**src/rtl/nae_pkg.sv**
```systemverilog
// shared types, widths and helpers for the nearest entry search
package nae_pkg;

  localparam int IDX_W   = 6;
  localparam int POS_W   = 24;
  localparam int WHOLE_W = 16;
  localparam int DIFF_W  = WHOLE_W + 1;
  localparam int DIST_W  = 34;
  localparam int MAX_TBL = 1 << IDX_W;

  // only slots reachable by the index field can ever be live
  function automatic int tbl_depth(int n);
    return (n < MAX_TBL) ? n : MAX_TBL;
  endfunction

  typedef struct packed {
    logic             start;
    logic             wr_en;
    logic             rd_en;
    logic [IDX_W-1:0] rd_addr;
    logic             out_load;
  } nae_cmd_t;

  typedef struct packed {
    logic pipe_busy;
    logic out_free;
  } nae_sts_t;

endpackage

```
**src/rtl/nae_ram.sv**
```systemverilog
// generic single write port, single read port ram with registered read
module nae_ram #(
  parameter int WIDTH = 32,
  parameter int DEPTH = 64
) (
  input  logic                                   clk,
  input  logic                                   we,
  input  logic [((DEPTH > 1) ? $clog2(DEPTH) : 1)-1:0] waddr,
  input  logic [WIDTH-1:0]                       wdata,
  input  logic                                   re,
  input  logic [((DEPTH > 1) ? $clog2(DEPTH) : 1)-1:0] raddr,
  output logic [WIDTH-1:0]                       rdata
);

  logic [WIDTH-1:0] mem [DEPTH];
  logic [WIDTH-1:0] rdata_r;

  always_ff @(posedge clk) begin
    if (we) begin
      mem[waddr] <= wdata;
    end
    if (re) begin
      rdata_r <= mem[raddr];
    end
  end

  assign rdata = rdata_r;

endmodule

```
**src/rtl/nae_ctrl.sv**
```systemverilog
// controller for the nearest entry search: accept, scan, drain, result
module nae_ctrl #(
  parameter int NUM_ENTRIES = 64
) (
  input  logic              clk,
  input  logic              rst_n,
  input  logic              in_valid,
  input  logic              in_operation,
  output logic              in_stall,
  input  nae_pkg::nae_sts_t sts,
  output nae_pkg::nae_cmd_t cmd
);
  import nae_pkg::*;

  localparam int TBL = tbl_depth(NUM_ENTRIES);
  localparam logic [IDX_W-1:0] LAST = IDX_W'(TBL - 1);
  localparam logic OP_WRITE = 1'b0;

  typedef enum logic [3:0] {
    ST_IDLE  = 4'b0001,
    ST_SCAN  = 4'b0010,
    ST_DRAIN = 4'b0100,
    ST_RES   = 4'b1000
  } state_t;

  state_t           state_r, state_nxt;
  logic [IDX_W-1:0] cnt_r, cnt_nxt;

  always_comb begin
    state_nxt = state_r;
    cnt_nxt   = cnt_r;
    cmd       = '0;
    unique case (state_r)
      ST_IDLE: begin
        if (in_valid) begin
          cmd.start = 1'b1;
          if (in_operation == OP_WRITE) begin
            cmd.wr_en = 1'b1;
            state_nxt = ST_RES;
          end else begin
            cnt_nxt   = '0;
            state_nxt = ST_SCAN;
          end
        end
      end
      ST_SCAN: begin
        cmd.rd_en   = 1'b1;
        cmd.rd_addr = cnt_r;
        cnt_nxt     = cnt_r + 1'b1;
        if (cnt_r == LAST) begin
          state_nxt = ST_DRAIN;
        end
      end
      ST_DRAIN: begin
        if (!sts.pipe_busy) begin
          state_nxt = ST_RES;
        end
      end
      ST_RES: begin
        if (sts.out_free) begin
          cmd.out_load = 1'b1;
          state_nxt    = ST_IDLE;
        end
      end
      default: begin
        state_nxt = ST_IDLE;
      end
    endcase
  end

  always_ff @(posedge clk) begin
    if (!rst_n) begin
      state_r <= ST_IDLE;
      cnt_r   <= '0;
    end else begin
      state_r <= state_nxt;
      cnt_r   <= cnt_nxt;
    end
  end

  assign in_stall = (state_r != ST_IDLE);

endmodule

```
**src/rtl/nae_dp.sv**
```systemverilog
// datapath: entry table, distance pipeline, best tracker and result register
module nae_dp #(
  parameter int NUM_ENTRIES   = 64,
  parameter int FRACTION_BITS = 8
) (
  input  logic                               clk,
  input  logic                               rst_n,
  input  nae_pkg::nae_cmd_t                  cmd,
  output nae_pkg::nae_sts_t                  sts,
  input  logic [nae_pkg::IDX_W-1:0]          in_entry_index,
  input  logic signed [nae_pkg::POS_W-1:0]   in_pos_x,
  input  logic signed [nae_pkg::POS_W-1:0]   in_pos_y,
  input  logic                               in_set_active,
  input  logic                               in_set_ghost,
  input  logic                               out_stall,
  output logic                               out_valid,
  output logic                               out_found,
  output logic [nae_pkg::IDX_W-1:0]          out_nearest_index,
  output logic [nae_pkg::DIST_W-1:0]         out_nearest_distance
);
  import nae_pkg::*;

  localparam int TBL = tbl_depth(NUM_ENTRIES);
  localparam int AW  = (TBL > 1) ? $clog2(TBL) : 1;
  localparam logic [IDX_W:0] TBL_LIM = (IDX_W + 1)'(TBL);

  // whole-unit conversion: floor shift, then wrap to 16 bits
  logic signed [POS_W-1:0] sx, sy;
  logic [WHOLE_W-1:0]      wx, wy;
  assign sx = in_pos_x >>> FRACTION_BITS;
  assign sy = in_pos_y >>> FRACTION_BITS;
  assign wx = sx[WHOLE_W-1:0];
  assign wy = sy[WHOLE_W-1:0];

  logic idx_ok, we;
  assign idx_ok = ({1'b0, in_entry_index} < TBL_LIM);
  assign we     = cmd.wr_en && idx_ok;

  logic [AW-1:0]          waddr, raddr;
  logic [2*WHOLE_W-1:0]   rdata;
  assign waddr = in_entry_index[AW-1:0];
  assign raddr = cmd.rd_addr[AW-1:0];

  nae_ram #(
    .WIDTH (2 * WHOLE_W),
    .DEPTH (TBL)
  ) u_tbl (
    .clk   (clk),
    .we    (we),
    .waddr (waddr),
    .wdata ({wx, wy}),
    .re    (cmd.rd_en),
    .raddr (raddr),
    .rdata (rdata)
  );

  // live means active and not a ghost
  logic live_r [TBL];

  always_ff @(posedge clk) begin
    if (!rst_n) begin
      for (int i = 0; i < TBL; i++) begin
        live_r[i] <= 1'b0;
      end
    end else if (we) begin
      live_r[waddr] <= in_set_active && !in_set_ghost;
    end
  end

  logic [WHOLE_W-1:0] qx_r, qy_r;

  always_ff @(posedge clk) begin
    if (cmd.start) begin
      qx_r <= wx;
      qy_r <= wy;
    end
  end

  // stage 1: ram data out, absolute differences
  logic             v1_r, live1_r;
  logic [IDX_W-1:0] idx1_r;
  logic signed [DIFF_W-1:0] dx, dy;
  logic [DIFF_W-1:0]        ax, ay;
  logic [WHOLE_W-1:0]       ex, ey;

  assign ex = rdata[2*WHOLE_W-1:WHOLE_W];
  assign ey = rdata[WHOLE_W-1:0];
  assign dx = $signed({ex[WHOLE_W-1], ex}) - $signed({qx_r[WHOLE_W-1], qx_r});
  assign dy = $signed({ey[WHOLE_W-1], ey}) - $signed({qy_r[WHOLE_W-1], qy_r});
  assign ax = dx[DIFF_W-1] ? (~dx + 1'b1) : dx;
  assign ay = dy[DIFF_W-1] ? (~dy + 1'b1) : dy;

  // stage 2: squares
  logic              v2_r;
  logic [IDX_W-1:0]  idx2_r;
  logic [DIFF_W-1:0] ax2_r, ay2_r;

  // stage 3: sum and compare
  logic              v3_r;
  logic [IDX_W-1:0]  idx3_r;
  logic [DIST_W-1:0] sqx3_r, sqy3_r;
  logic [DIST_W-1:0] sqx, sqy, dist_sum;
  logic              upd;

  assign sqx      = {{(DIST_W-DIFF_W){1'b0}}, ax2_r} * {{(DIST_W-DIFF_W){1'b0}}, ax2_r};
  assign sqy      = {{(DIST_W-DIFF_W){1'b0}}, ay2_r} * {{(DIST_W-DIFF_W){1'b0}}, ay2_r};
  assign dist_sum = sqx3_r + sqy3_r;

  logic              have_r;
  logic [IDX_W-1:0]  bidx_r;
  logic [DIST_W-1:0] best_r;

  assign upd = v3_r && (!have_r || (dist_sum < best_r));

  always_ff @(posedge clk) begin
    if (!rst_n) begin
      v1_r <= 1'b0;
      v2_r <= 1'b0;
      v3_r <= 1'b0;
    end else begin
      v1_r <= cmd.rd_en;
      v2_r <= v1_r && live1_r;
      v3_r <= v2_r;
    end
  end

  always_ff @(posedge clk) begin
    live1_r <= live_r[raddr];
    idx1_r  <= cmd.rd_addr;
    ax2_r   <= ax;
    ay2_r   <= ay;
    idx2_r  <= idx1_r;
    sqx3_r  <= sqx;
    sqy3_r  <= sqy;
    idx3_r  <= idx2_r;
  end

  always_ff @(posedge clk) begin
    if (!rst_n) begin
      have_r <= 1'b0;
      bidx_r <= '0;
      best_r <= '0;
    end else if (cmd.start) begin
      have_r <= 1'b0;
      bidx_r <= '0;
      best_r <= '0;
    end else if (upd) begin
      have_r <= 1'b1;
      bidx_r <= idx3_r;
      best_r <= dist_sum;
    end
  end

  // result register parts the scan from the consumer
  logic              out_valid_r, out_found_r;
  logic [IDX_W-1:0]  out_idx_r;
  logic [DIST_W-1:0] out_dist_r;

  always_ff @(posedge clk) begin
    if (!rst_n) begin
      out_valid_r <= 1'b0;
    end else if (cmd.out_load) begin
      out_valid_r <= 1'b1;
    end else if (!out_stall) begin
      out_valid_r <= 1'b0;
    end
  end

  always_ff @(posedge clk) begin
    if (cmd.out_load) begin
      out_found_r <= have_r;
      out_idx_r   <= bidx_r;
      out_dist_r  <= best_r;
    end
  end

  assign sts.pipe_busy = v1_r || v2_r || v3_r;
  assign sts.out_free  = !out_valid_r || !out_stall;

  assign out_valid            = out_valid_r;
  assign out_found            = out_found_r;
  assign out_nearest_index    = out_idx_r;
  assign out_nearest_distance = out_dist_r;

endmodule

```
**src/rtl/nearest_active_entry_search_core.sv**
```systemverilog
// Nearest active entry search core. A write item (operation 0) stores one
// table slot, and its result, all zero, goes to the output register once
// that register is free. A query item (operation 1) walks the table one
// entry per cycle through the single read port of the table RAM, feeding a
// three-stage distance pipeline; the scan covers min(NUM_ENTRIES, 64) slots,
// and the next item is taken only once the pipeline has drained and the
// result has been loaded. Results wait in an output register, so a new
// item can be taken while the last result is still stalled, but its own
// result waits until that register is free. Positions are truncated to whole
// units by a floor shift of FRACTION_BITS; the distance is exact in 34 bits
// and ties go to the lowest index. Slots at or above NUM_ENTRIES are never
// written.
module nearest_active_entry_search_core #(
  parameter int NUM_ENTRIES   = 64,
  parameter int FRACTION_BITS = 8
) (
  input  logic                             clk,
  input  logic                             rst_n,
  input  logic                             in_valid,
  output logic                             in_stall,
  input  logic                             in_operation,
  input  logic [nae_pkg::IDX_W-1:0]        in_entry_index,
  input  logic signed [nae_pkg::POS_W-1:0] in_pos_x,
  input  logic signed [nae_pkg::POS_W-1:0] in_pos_y,
  input  logic                             in_set_active,
  input  logic                             in_set_ghost,
  output logic                             out_valid,
  input  logic                             out_stall,
  output logic                             out_found,
  output logic [nae_pkg::IDX_W-1:0]        out_nearest_index,
  output logic [nae_pkg::DIST_W-1:0]       out_nearest_distance
);
  import nae_pkg::*;

  nae_cmd_t cmd;
  nae_sts_t sts;

  nae_ctrl #(
    .NUM_ENTRIES (NUM_ENTRIES)
  ) u_ctrl (
    .clk          (clk),
    .rst_n        (rst_n),
    .in_valid     (in_valid),
    .in_operation (in_operation),
    .in_stall     (in_stall),
    .sts          (sts),
    .cmd          (cmd)
  );

  nae_dp #(
    .NUM_ENTRIES   (NUM_ENTRIES),
    .FRACTION_BITS (FRACTION_BITS)
  ) u_dp (
    .clk                  (clk),
    .rst_n                (rst_n),
    .cmd                  (cmd),
    .sts                  (sts),
    .in_entry_index       (in_entry_index),
    .in_pos_x             (in_pos_x),
    .in_pos_y             (in_pos_y),
    .in_set_active        (in_set_active),
    .in_set_ghost         (in_set_ghost),
    .out_stall            (out_stall),
    .out_valid            (out_valid),
    .out_found            (out_found),
    .out_nearest_index    (out_nearest_index),
    .out_nearest_distance (out_nearest_distance)
  );

endmodule

```
**config.mk**
```make
export PLATFORM = sky130hd
export DESIGN_NAME = nearest_active_entry_search_core
export DESIGN_NICKNAME = d
export VERILOG_FILES = /design/src/rtl/nae_pkg.sv /design/src/rtl/nae_ram.sv /design/src/rtl/nae_ctrl.sv /design/src/rtl/nae_dp.sv /design/src/rtl/nearest_active_entry_search_core.sv
export SDC_FILE = /design/constraint.sdc
export NUM_CORES = 2
export LEC_CHECK = 0
export BUFFER_PORTS_ARGS = -buffer_cell sky130_fd_sc_hd__buf_2
export CAP_MARGIN = 20
export CORE_MARGIN = 10
export CORE_UTILIZATION = 48
export CTS_CLUSTER_DIAMETER = 50
export DETAILED_ROUTE_END_ITERATION = 7
export PLACE_DENSITY = 0.6
export SLEW_MARGIN = 20
export SYNTH_ARGS = -nofsm -noshare
export SYNTH_HDL_FRONTEND = slang
export SYNTH_SLANG_ARGS = --single-unit
export TNS_END_PERCENT = 1
```
**constraint.sdc**
```tcl
create_clock -name clk -period 14.3 [get_ports clk]
set_clock_uncertainty 0.15 [all_clocks]
set_input_delay 1.43 -clock clk [delete_from_list [all_inputs] [get_ports clk]]
set_output_delay 1.43 -clock clk [all_outputs]
set_load 0.005 [all_outputs]
```
---- Word-level counts from Yosys, hierarchy flattened ----
Memories as Yosys holds them, arrays and structs flattened. A register that Yosys moved wholly into a read port is not among the register bits.
Index checks and enable logic that the tools add are counted.
word-level totals
  bits in registers ....................... 248
  RAM bits ................................ 2112
  input bits .............................. 61
  logic and storage cells ................. 92
  memories ................................ 2
memories
  name            words  bits a word  read ports  clocked after Yosys merged registers in  write ports  RTL line       source
  u_dp.u_tbl.mem  64     32           1           1                                        1            nae_ram.sv:15  logic [WIDTH-1:0] mem [DEPTH];
  u_dp.live_r     64     1            1           1                                        64           nae_dp.sv:58   logic live_r [TBL];
operators by class
  $add $sub $neg .......................... 6
  multipliers ............................. 2
  order comparisons ....................... 1
  equality and inequality tests ........... 12
  mux-type cells .......................... 27
  bitwise logic cells ..................... 3
  reductions and logical operators ........ 16
operator list
  cell                                                    count
  multiplier 17 x 17 -> 34 bit                            2
  adder 17 x 1 -> 17 bit (second input constant)          2
  adder 34 bit                                            1
  less-than comparator 34 bit                             1
  NOT 17 bit                                              2
  subtractor 16 x 16 -> 17 bit                            2
  2-to-1 mux 16 bit                                       2
  2-to-1 mux 4 bit                                        5
  2-to-1 mux 6 bit                                        3
  case mux 4 bit (4 select lines)                         1
  2-to-1 mux 1 bit                                        12
  case mux 6 bit (2 select lines)                         1
  inequality test 2 bit (second input constant)           4
  2-to-1 mux 7 bit                                        1
  adder 6 x 1 -> 6 bit (second input constant)            1
  equality test 6 bit (second input constant)             1
  equality test 4 x 1 -> 1 bit (second input constant)    1
  equality test 4 x 2 -> 1 bit (second input constant)    1
  equality test 4 x 3 -> 1 bit (second input constant)    1
  equality test 4 bit (second input constant)             1
  zero test 1 bit                                         4
  logical OR 1 bit                                        4
  2-to-1 mux 2 bit                                        2
  inequality test 2 x 1 -> 1 bit (second input constant)  2
  other kinds (8)                                         10

---- Depth between registers and ports, before layout ----
  depth after elaboration ................. 8
  mapped depth ............................ 27
  gate-level depth less buffers ........... 25

---- Modules after synthesis ----
Synthesis repeated with hierarchy kept, for this count alone.
unflattened totals
  cells, all modules ...................... 6546
  area, all modules ....................... 109741.5 µm²
modules (own cells, without submodules)
  module    times used  cells an instance  area each (µm²)  seq. area each (µm²)
  nae_ram   1           3324               78835.6          62459.9
  nae_dp    1           3136               30123.9          6756.5
  nae_ctrl  1           86                 782.0            200.2

---- Worst setup path before layout ----
Ideal clock, no wire load.
  path type ............................... register -> register
  start point ............................. register u_dp.ay2_r[7]
  end point ............................... register u_dp.sqy3_r[28]
  arrival ................................. 5.954 ns
  required time ........................... 14.023 ns
  slack ................................... 8.069 ns
  cell stages (with the launch flop) ...... 23
  buffers on the path ..................... 1
  clock period less this slack ............ 6.231 ns
  cell sequence ........................... dfxtp_1 -> clkbuf_1 -> nand2_1 -> fa_1 -> inv_1 -> fa_1 -> inv_1 -> fa_1 -> inv_1 -> ha_1 -> fa_1 -> inv_1 -> fa_1 -> inv_1 -> ha_1 -> a2111o_1 -> o21ai_1 -> a211oi_1 -> o31a_1 -> o41a_1 -> a31oi_1 -> nor2_1 -> xor2_1
between the ends
  cells in the longest elaborated chain, start to end .. 1
RTL lines
  what                          RTL line       source
  start: declaration            nae_dp.sv:96   logic [DIFF_W-1:0] ax2_r, ay2_r;
  start signal: assignment      nae_dp.sv:131  ay2_r <= ay;
  multiplier 17 x 17 -> 34 bit  nae_dp.sv:106  assign sqy = {{(DIST_W-DIFF_W){1'b0}}, ay2_r} * {{(DIST_W-DIFF_W){1'b0}}, ay2_r};
  named net u_dp.sqy[28]        nae_dp.sv:102  logic [DIST_W-1:0] sqx, sqy, dist_sum;
  end signal: assignment        nae_dp.sv:134  sqy3_r <= sqy;
  end: declaration              nae_dp.sv:101  logic [DIST_W-1:0] sqx3_r, sqy3_r;
The timed path passes the listed nets, and every way through them passes these cells.
A chain may end at the register's enable or synchronous reset.

---- Final worst setup path ----
  start point ............................. register u_dp.ax2_r[3]
  end point ............................... register u_dp.sqx3_r[33]
between the ends
  cells in the longest elaborated chain, start to end .. 1
RTL lines
  what                          RTL line       source
  start: declaration            nae_dp.sv:96
  start signal: assignment      nae_dp.sv:130  ax2_r <= ax;
  multiplier 17 x 17 -> 34 bit  nae_dp.sv:105  assign sqx = {{(DIST_W-DIFF_W){1'b0}}, ax2_r} * {{(DIST_W-DIFF_W){1'b0}}, ax2_r};
  named net u_dp.sqx[33]        nae_dp.sv:102
  end signal: assignment        nae_dp.sv:133  sqx3_r <= sqx;
  end: declaration              nae_dp.sv:101
The timed path passes the listed nets, and every way through them passes these cells.

==> impl_metrics.yaml <==
global_route:
  grt_start_max_net_pins: 185
  grt_use_total_pct: 23.5
  grt_pass1_wl_um: 450000
  grt_pass1_vias: 71000
  antenna_found_initial: 14
  overflow: 0
placed_design:
  port_buffers: 87
  gp_congestion: 0.819
  place_area_um2: 115000
  hpwl_um: 168000
  pre_cts_slack_ns: 7.10
timing:
  tightestPinTransition_ns: 1.26
  maxSlewHeadroom_pct: 15.3
  period_needed_ns: 7.22
  setup_viol: 0
  max_freq_mhz: 139
  tns_ns: 0
  fin_hold_ws_ns: 0.168
  hold_viol: 0
  slew_viol_final: 0
  fin_crit_sh_pct: 50.5
  fin_ws_ns: 7.08
  rsz0062_at_grt: "no"
cells_and_area:
  multi_input_area_um2: 37000
  final_cell_area_um2: 124000
  num-fill-cells: 19100
  drive_gt1_share_pct: 8.61
  synthToLayoutAreaGrowth_pct: 11.8
  fin_nets: 9568
  final-seq-area_um2: 69400
setup_path:
  critPathRequiredTime_ns: 14.92
  startpoint_type: "flop"
  arrival_ns: 7.83
  endpoint_kind: "flop"
  path_class: "reg -> reg"
  cp_max_fo: 16
yosys:
  yosysTopAreaCell: "edfxtp_1"
  ys_async_sr_fraction_pct: 0
  yosysMostFrequentCell: "edfxtp_1"
  synth_edf_count: 2153
  synth_top_area_share_pct: 58.5
  netlist_top_cells_area: "edfxtp_1, fa_1, nand3_1, nand2_1, dfxtp_1"
  synth_cells: 8800
  yosysSeqAreaShare_pct: 62.8
  synth_cell_types: 74
  synthTopCellsByCount: "edfxtp_1, nand2_1, nand3_1"
  synth_flop_cell: "edfxtp_1"
  syn-mean-instance-area_um2: 12.6
  yosysWarningCount: 0
  synth_area_um2: 111000
  ys_ff_latch: 2391
  synthesis.nets: 9564
clocking:
  clockBufferDepth: 4
  cts_sinks: 2391
  htreeDepth: 5
  cts_hold_buf: 0
  tritoncts: "yes"
  clkTransAtPathRegs_ns: 0.06
  cts_buffers: 292
  cts_setup_buffers: 0
  clk_latency_ns: 0.91
  cts_root_buffer: "clkbuf_16"
  cts.repair.resized: 0
die:
  core-area_um2: 230000
  pin_count: 104
  dieArea_um2: 250000
  rows: 176
  die_y_um: 500
  die_x_um: 500
  start_util_pct: 48.1
drt:
  dr.pass1.iters: 6
  avgRoutedWirePerCell_um: 25.1
  vias: 71800
  viasPerCell: 5.96
  drt.antenna.violating_nets: 0
  drc: 0
  routed_wl_um: 302000
  drt_iter0_drc: 7418
outcome:
  status: "completed"
worst_hold_path:
  hp-class: "reg -> reg"
flow_run:
  max_cap_violations: 0
-- cell type report --
cell class | instances | share of cell area (%)
tap | 3026 | 3.06
timing repair buffer | 260 | 1.52
sequential | 2391 | 56.1
antenna | 4 | 0.00809
inverter | 670 | 2.06
clock inverter | 142 | 1.02
clock buffer | 354 | 6.24
multi-input combinational | 5189 | 30.0
-- worst paths after layout --
kind	startpoint	end	slack [ns]	cells past startpoint
hold reg to reg	u_dp.idx1_r[3]	u_dp.idx2_r[3]	0.17	0
setup reg to reg	u_dp.ax2_r[3]	u_dp.sqx3_r[33]	7.08	23
setup / recovery	u_dp.ax2_r[3]	u_dp.sqx3_r[33]	7.08	23
hold / removal	u_dp.idx1_r[3]	u_dp.idx2_r[3]	0.17	0
-- stage by stage --
| step | utilization (%) | instances |
|---|---|---|
| floorplan | - | 8800 |
| global placement | 49.9 | 11500 |
| detailed placement | 49.9 | 11500 |
| CTS | 53.8 | 12000 |
| global route | 53.8 | 12000 |
| finish | 53.8 | 12000 |
-- critical path, cell delays in order (launching register included) --
cell and delay [ns]:
dfxtp_1 0.92, inv_1 0.27, nor2_1 0.37, fa_1 0.47, inv_1 0.09, fa_1 0.42
fa_1 0.53, inv_1 0.06, fa_1 0.50, fa_1 0.49, inv_1 0.05, fa_1 0.47
inv_1 0.04, ha_1 0.36, nand4_1 0.11, a21oi_1 0.15, nor3_1 0.08, a211oi_1 0.33
nor4b_1 0.13, o31ai_1 0.52, nor2_1 0.13, o21ai_0 0.22, a21oi_1 0.12, xnor2_1 0.13
-- flip-flops by register name, summed over array words and instances (netlist names), 16 cells and up --
register,count
u_dp.u_tbl.mem,2048
u_dp.sqy3_r,33
u_dp.best_r,34
u_dp.out_nearest_distance,34
u_dp.u_tbl.rdata,32
u_dp.sqx3_r,33
u_dp.ay2_r,17
u_dp.qy_r,16
u_dp.ax2_r,17
u_dp.live_r,64
u_dp.qx_r,16
-- cells in the final DEF, fill, tap and decap left out, types with 12 or more instances in the layout --
| cell type | Yosys | final |
|---|---|---|
| xor2_1 | 57 | 57 |
| clkinvlp_4 | 0 | 17 |
| o211ai_1 | 12 | 12 |
| clkbuf_1 | 435 | 52 |
| buf_4 | 0 | 170 |
| bufinv_16 | 0 | 16 |
| o21ai_0 | 127 | 127 |
| clkinv_4 | 0 | 15 |
| and2_1 | 114 | 113 |
| nor2b_1 | 30 | 29 |
| edfxtp_1 | 2153 | 2153 |
| inv_1 | 666 | 665 |
| clkinv_1 | 0 | 42 |
| nand2_1 | 1356 | 1351 |
| or2_2 | 14 | 14 |
| buf_2 | 88 | 79 |
| nor2_1 | 196 | 132 |
| o221ai_1 | 528 | 528 |
| nand3_1 | 1079 | 1079 |
| clkinv_2 | 0 | 28 |
| a31oi_1 | 49 | 49 |
| xnor2_1 | 109 | 109 |
| dfxtp_1 | 238 | 238 |
| a21oi_1 | 315 | 314 |
| o21a_1 | 14 | 14 |
| a21o_1 | 51 | 51 |
| nand2b_1 | 22 | 22 |
| nor3_1 | 57 | 54 |
| inv_6 | 0 | 21 |
| fa_1 | 383 | 383 |
| nor2_4 | 0 | 64 |
| nand4_1 | 14 | 14 |
| a311oi_1 | 102 | 102 |
| clkbuf_16 | 0 | 299 |
| ha_1 | 320 | 320 |
| mux2i_1 | 37 | 37 |
| a21boi_0 | 71 | 71 |
-- layer usage --
layer	up-vias	global-route usage (%)	wire, um
met2	2726	39.7	148000
met5	-	0	11
li1	32100	-	-
met1	36300	31.0	122000
met4	2	8.26	10800
met3	610	3.51	20800
-- cells by family (layout without fill, tap and decap cells) --
kind of cell | after synthesis | in the layout | share of synthesized area, %
simple gates | 2931 | 2931 | 11.9
flops | 2391 | 2391 | 62.8
compound gates | 1349 | 1349 | 8.89
buf+inv | 1220 | 1426 | 4.24
fa+ha+maj | 703 | 703 | 10.6
xor+xnor | 166 | 166 | 1.31
mux | 40 | 40 | 0.365
other cells | 0 | 4 | 0
Power is not shown: default switching activity piles up to over one toggle a cycle in this logic, so the estimate is an artifact.
